[src/hdl/wpma_pkg.sv]
// shared widths and constants of the windowed peak moving average
package wpma_pkg;

	localparam int SAMPLE_W  = 24;
	localparam int TICKS_W   = 8;
	localparam int PERIOD_W  = 16;
	localparam int AVG_W     = 23;
	localparam int ELAPSED_W = 17;

	localparam logic [ELAPSED_W-1:0] ELAPSED_MAX  = {ELAPSED_W{1'b1}};
	localparam logic [PERIOD_W-1:0]  PERIOD_RESET = 16'd1000;

	typedef logic signed [SAMPLE_W-1:0] sample_t;
	typedef logic [TICKS_W-1:0]         ticks_t;
	typedef logic [PERIOD_W-1:0]        period_t;
	typedef logic [AVG_W-1:0]           avg_t;
	typedef logic [ELAPSED_W-1:0]       elapsed_t;

endpackage

[src/hdl/wpma_window.sv]
// sample ring, running window sum, peak hold and period timer
module wpma_window import wpma_pkg::*; #(
	parameter int WINDOW = 16,
	parameter int PEAK_W = 27
) (
	input  logic              clk,
	input  logic              arst_n,
	input  logic              in_valid,
	input  logic              item_ready,
	input  sample_t           sample,
	input  ticks_t            ticks_since_last,
	input  logic              cfg_we,
	input  period_t           cfg_wdata,
	output logic              emit_valid,
	output logic [PEAK_W-1:0] emit_peak
);

	localparam int PTR_W = (WINDOW > 1) ? $clog2(WINDOW) : 1;
	localparam int SUM_W = PEAK_W + 1;

	sample_t                  ring [WINDOW];
	sample_t                  oldest_q;
	logic                     wrapped_q;
	logic [PTR_W-1:0]         ptr_q;
	logic signed [SUM_W-1:0]  sum_q;
	logic [PEAK_W-1:0]        peak_q;
	elapsed_t                 elapsed_q;
	period_t                  period_q;

	logic                     accept;
	logic [ELAPSED_W:0]       elapsed_add;
	elapsed_t                 elapsed_nx;
	sample_t                  oldest;
	logic signed [SUM_W-1:0]  sum_nx;
	logic [PEAK_W-1:0]        peak_nx;
	logic                     raise;
	logic                     emit;
	logic                     ptr_last;
	logic [PTR_W-1:0]         ptr_nx;

	assign accept = in_valid && item_ready;

	always_comb begin
		elapsed_add = {1'b0, elapsed_q} + {{(ELAPSED_W + 1 - TICKS_W){1'b0}}, ticks_since_last};
		elapsed_nx  = elapsed_add[ELAPSED_W] ? ELAPSED_MAX : elapsed_add[ELAPSED_W-1:0];
		oldest      = wrapped_q ? oldest_q : '0;
		sum_nx      = sum_q - SUM_W'(oldest) + SUM_W'(sample);
		raise       = !sum_nx[SUM_W-1] && (sum_nx[PEAK_W-1:0] > peak_q);
		peak_nx     = raise ? sum_nx[PEAK_W-1:0] : peak_q;
		emit        = elapsed_nx >= {{(ELAPSED_W - PERIOD_W){1'b0}}, period_q};
		ptr_last    = ptr_q == PTR_W'(WINDOW - 1);
		ptr_nx      = ptr_last ? '0 : ptr_q + 1'b1;
	end

	assign emit_valid = accept && emit;
	assign emit_peak  = peak_nx;

	always_ff @(posedge clk or negedge arst_n) begin
		if (!arst_n) begin
			wrapped_q <= 1'b0;
			ptr_q     <= '0;
			sum_q     <= '0;
			peak_q    <= '0;
			elapsed_q <= '0;
		end else if (accept) begin
			sum_q     <= sum_nx;
			ptr_q     <= ptr_nx;
			peak_q    <= emit ? '0 : peak_nx;
			elapsed_q <= emit ? '0 : elapsed_nx;
			if (ptr_last) begin
				wrapped_q <= 1'b1;
			end
		end
	end

	always_ff @(posedge clk or negedge arst_n) begin
		if (!arst_n) begin
			period_q <= PERIOD_RESET;
		end else if (cfg_we) begin
			period_q <= cfg_wdata;
		end
	end

	// ring slots fill in order, so entries past the fill point read as zero via wrapped_q
	always_ff @(posedge clk) begin
		if (accept) begin
			ring[ptr_q] <= sample;
			oldest_q    <= (ptr_nx == ptr_q) ? sample : ring[ptr_nx];
		end
	end

endmodule

[src/hdl/wpma_divide.sv]
// peak staging, divide by window and output register
module wpma_divide import wpma_pkg::*; #(
	parameter int WINDOW = 16,
	parameter int PEAK_W = 27
) (
	input  logic              clk,
	input  logic              arst_n,
	input  logic              emit_valid,
	input  logic [PEAK_W-1:0] emit_peak,
	output logic              emit_ready,
	output logic              out_valid,
	input  logic              out_ready,
	output avg_t              peak_average
);

	localparam int  SHIFT_L = $clog2(WINDOW);
	localparam bit  POW2    = (WINDOW & (WINDOW - 1)) == 0;
	localparam int  RECIP_W = PEAK_W + 1;
	localparam int  PROD_W  = PEAK_W + RECIP_W;
	localparam logic [RECIP_W-1:0] RECIP =
		RECIP_W'(((64'd1 << (PEAK_W + SHIFT_L)) / WINDOW) + 64'd1);

	logic              valid_s1;
	logic [PEAK_W-1:0] peak_s1;
	logic              out_valid_q;
	avg_t              avg_q;
	logic              adv_s1;
	avg_t              quot;

	generate
		if (POW2) begin : g_shift
			assign quot = peak_s1[PEAK_W-1:SHIFT_L];
		end else begin : g_recip
			logic [PROD_W-1:0] prod;
			assign prod = PROD_W'(peak_s1) * PROD_W'(RECIP);
			assign quot = prod[PEAK_W + SHIFT_L +: AVG_W];
		end
	endgenerate

	assign adv_s1     = valid_s1 && (!out_valid_q || out_ready);
	assign emit_ready = !valid_s1 || !out_valid_q || out_ready;

	always_ff @(posedge clk or negedge arst_n) begin
		if (!arst_n) begin
			valid_s1 <= 1'b0;
		end else if (emit_valid) begin
			valid_s1 <= 1'b1;
		end else if (adv_s1) begin
			valid_s1 <= 1'b0;
		end
	end

	always_ff @(posedge clk) begin
		if (emit_valid) begin
			peak_s1 <= emit_peak;
		end
	end

	always_ff @(posedge clk or negedge arst_n) begin
		if (!arst_n) begin
			out_valid_q <= 1'b0;
		end else if (adv_s1) begin
			out_valid_q <= 1'b1;
		end else if (out_ready) begin
			out_valid_q <= 1'b0;
		end
	end

	always_ff @(posedge clk) begin
		if (adv_s1) begin
			avg_q <= quot;
		end
	end

	assign out_valid    = out_valid_q;
	assign peak_average = avg_q;

endmodule

[src/hdl/windowed_peak_moving_average.sv]
// top level of the windowed peak moving average detector
// Takes one load-cell sample per clock cycle with the milliseconds since the
// previous one, keeps the sum of the last WINDOW samples (unfilled slots count
// as zero) and holds the largest non-negative sum of the current period. The
// elapsed counter saturates at 131071; when it reaches period_ms after adding
// the ticks, one peak_average (peak sum divided by WINDOW, truncated) goes out
// and the peak and the counter clear. The window update loads the staging
// register at the edge of the transfer that closes the period, and the divide
// by WINDOW then loads the output register once that register is empty or
// being read. Input stalls only while one result waits in the output register
// and another in the staging register. The sample ring is a WINDOW-entry
// register file read one slot ahead, so there is no clearing pass after reset.
// period_ms resets to 1000; the user must write it through cfg_we only while
// no transfer is in flight, and the block does not enforce this.
module windowed_peak_moving_average import wpma_pkg::*; #(
	parameter int WINDOW = 16
) (
	input  logic    clk,
	input  logic    arst_n,
	input  logic    in_valid,
	output logic    in_ready,
	input  sample_t sample,
	input  ticks_t  ticks_since_last,
	output logic    out_valid,
	input  logic    out_ready,
	output avg_t    peak_average,
	input  logic    cfg_we,
	input  period_t cfg_wdata
);

	localparam int PEAK_W = SAMPLE_W - 1 + $clog2(WINDOW);

	logic              emit_valid;
	logic [PEAK_W-1:0] emit_peak;
	logic              emit_ready;

	assign in_ready = emit_ready;

	wpma_window #(
		.WINDOW (WINDOW),
		.PEAK_W (PEAK_W)
	) u_window (
		.clk              (clk),
		.arst_n           (arst_n),
		.in_valid         (in_valid),
		.item_ready       (emit_ready),
		.sample           (sample),
		.ticks_since_last (ticks_since_last),
		.cfg_we           (cfg_we),
		.cfg_wdata        (cfg_wdata),
		.emit_valid       (emit_valid),
		.emit_peak        (emit_peak)
	);

	wpma_divide #(
		.WINDOW (WINDOW),
		.PEAK_W (PEAK_W)
	) u_divide (
		.clk          (clk),
		.arst_n       (arst_n),
		.emit_valid   (emit_valid),
		.emit_peak    (emit_peak),
		.emit_ready   (emit_ready),
		.out_valid    (out_valid),
		.out_ready    (out_ready),
		.peak_average (peak_average)
	);

endmodule

[config.mk]
export PLATFORM = sky130hd
export DESIGN_NAME = windowed_peak_moving_average
export DESIGN_NICKNAME = d
export VERILOG_FILES = /design/src/hdl/wpma_pkg.sv /design/src/hdl/wpma_window.sv /design/src/hdl/wpma_divide.sv /design/src/hdl/windowed_peak_moving_average.sv
export SDC_FILE = /design/constraint.sdc
export NUM_CORES = 1
export LEC_CHECK = 0
export BUFFER_PORTS_ARGS = -buffer_cell sky130_fd_sc_hd__buf_4
export CAP_MARGIN = 25
export CORE_UTILIZATION = 35
export DETAILED_ROUTE_END_ITERATION = 8
export PLACE_DENSITY = 0.52
export SYNTH_ARGS = -nofsm -noshare
export SYNTH_HDL_FRONTEND = slang
export SYNTH_HIERARCHICAL = 1
export SYNTH_SLANG_ARGS = --single-unit
[constraint.sdc]
create_clock -name clk -period 4.7 [get_ports clk]
set_clock_uncertainty 0.15 [all_clocks]
set_input_delay 0.94 -clock clk [delete_from_list [all_inputs] [get_ports clk]]
set_output_delay 0.94 -clock clk [all_outputs]
set_load 0.02 [all_outputs]
==> reports/results.txt <==
Slew HR -> 42.70%
Worst min-delay path endpoint -> u_divide/peak_average[4]
Worst-path clk slew -> 60 ps
FF-to-FF Start -> u_window/wrapped_q
Vias in the first global route -> 14,960
Fin nets -> 2,045
Hold path start -> u_divide/peak_s1[8]
Critical path origin -> u_window/wrapped_q
Starting Density -> 35.64%
Unrepaired setup endpoints after global routing -> yes
Final setup violation count -> 50
Die Y -> 267.2 um
Status -> finished with violations
Met2 WL -> 28.45 mm
Met3 WL -> 2.470 mm
Layout cell share with drive strength beyond 1 -> 33.68%
Synth-to-Final Area Change -> 24.76%
Fillers -> 6,133
Failing checks -> negative setup slack
Post-CTS Hold Buffers -> 0
Top layer in use -> met5
Initial antenna violation count -> 1
Hold Violations, Final -> 0
WS Path Type -> flop to flop
Ant. Diodes -> 0
Total CTS buffers -> 59
Die area -> 71,390 sq um
Synth Area per Inst -> 15.55 sq um
Commonest non-fill, non-tap cells in the layout -> edfxtp_1 (454), buf_4 (266), inv_1 (160)
Synthesized instance count -> 1,583
Reg2reg setup slack -> -300 ps
Most common cell after layout, fill and taps aside -> edfxtp_1
Syn nets -> 1,748
Worst Path Required -> 4920 ps
Part of the cycle the worst path needs -> 106.4%
Largest net degree at the start of global routing -> 98
Reg2Reg Depth -> 22
Core area -> 69,070 sq um
I/O pin count -> 78
Global-route wire length before repair -> 90.33 mm
WHS Path Cells -> 0
Fmax -> 200.1 MHz
Vias/cell -> 4.978
Num rows -> 96
Clock Tree Buf Depth -> 3
Vias -> 14,230
CTS Root Cell -> clkbuf_16
Crit path DAT -> 5220 ps
Die width -> 267.2 um
Metal1 wirelength -> 26.72 mm
YS warnings -> 6
Clk sink count -> 549
Clock Latency Late Sink -> 630 ps
Remaining routing DRC violations -> 0
Worst setup EP type -> flop
Gpl congestion -> 0.8073
Critical-path maximum fanout -> 9
Initial DRC Count -> 943
Number of port buffers -> 77
Min Tclk post-route -> 4999 ps
Finished Core Util -> 44.46%
Routed WL per cell -> 20.64 um
Slew @ Worst Pin -> 859.5 ps
Grt ovf -> 0
HPWL Detailed -> 37.46 mm
Reg2Reg Capture Point -> u_divide/peak_s1[7]
Final Max Slew Viols -> 0
Total wire length -> 58.98 mm
GRT Resource Usage Total -> 16.81%
Worst min path class -> flop to flop
Synth Cell Area -> 24,610 sq um
H-tree lvl count -> 2
CTS tree -> built
DR pass1 iterations -> 4
Max-cap violations -> 0
ANT nets after route -> 0
Startpoint types -> flop
Final worst slack -> -298.6 ps
==> registers in the layout, indices dropped and copies added (netlist names), 4 cells and up <==
signal and cells:
u_divide/peak_average 23, u_window/ptr_q 4, u_window/ring 384, u_window/elapsed_q 17, u_window/sum_q 28, u_window/oldest_q 24
u_divide/peak_s1 23, u_window/peak_q 27, u_window/period_q 16
==> critical path: stages, from the launching register on <==
cell	delay (ps)
dfrtp_2	460
and2_4	160
fa_1	590
inv_2	60
ha_4	210
a211oi_2	200
o211ai_1	170
a211o_4	400
o211a_1	230
nor2_2	140
xnor2_2	140
ha_1	290
nand4_1	140
nor2_1	60
a221o_1	350
o31a_1	250
o21ai_2	160
a21oi_4	80
buf_12	160
buf_12	120
buf_16	130
nand2_2	50
o21ai_1	50
==> per-layer routing <==
layer / GRT usage [%] / up-vias
li1: - / 6572
met1: 23.09 / 7298
met2: 27.74 / 263
met3: 2.483 / 92
met4: 4.660 / 2
met5: 0 / -
==> through the flow <==
stage | hold WS (ps) | instances | cell area, sq um | setup WS [ps] | TNS [ps]
2_1_floorplan | 250.3 | 1583 | 24830 | -455.7 | -18770
3_5_place_dp | 255.6 | 2732 | 28090 | -1142 | -68410
5_1_grt | 270.7 | 2858 | 30710 | -485.9 | -22270
3_3_place_gp | 252.1 | 2732 | 28090 | -1009 | -63230
6_report | 263.3 | 2858 | 30710 | -298.6 | -12020
4_1_cts | 269.8 | 2849 | 30410 | -318.8 | -13020
==> area by class of cell <==
| type | count | area, sq um | share of cell area [%] |
|---|---|---|---|
| well taps | 931 | 1165 | 3.793 |
| clock buffers | 82 | 1593 | 5.187 |
| flip-flops and latches | 549 | 16020 | 52.16 |
| multi-input cells | 810 | 8484 | 27.63 |
| inverters | 169 | 643.1 | 2.094 |
| clock inverters | 26 | 355.3 | 1.157 |
| repair buffers | 291 | 2450 | 7.977 |
==> worst max path at each step <==
| stage | endpoint | slack [ps] | cells after the start |
|---|---|---|---|
| finish | u_divide/peak_s1[7] | -300 | 22 |
| global route | u_divide/peak_s1[16] | -490 | 20 |
| CTS | u_window/peak_q[5] | -320 | 20 |
| detailed placement | u_divide/peak_s1[20] | -1140 | 19 |
| global placement | u_divide/peak_s1[21] | -1010 | 19 |
| floorplan | u_window/peak_q[13] | -460 | 21 |
==> repair_timing <==
item,4_1_cts,5_1_grt
endpoints found under the hold margin,0,0
gates cloned,5,2
endpoints found under the setup margin,50,82
pin swaps,29,8
setup buffers,4,6
gates resized for setup,68,49
Power is left out: the tool's default activity adds up to more than one toggle a clock period on the data nets, which glitch-free logic cannot reach.
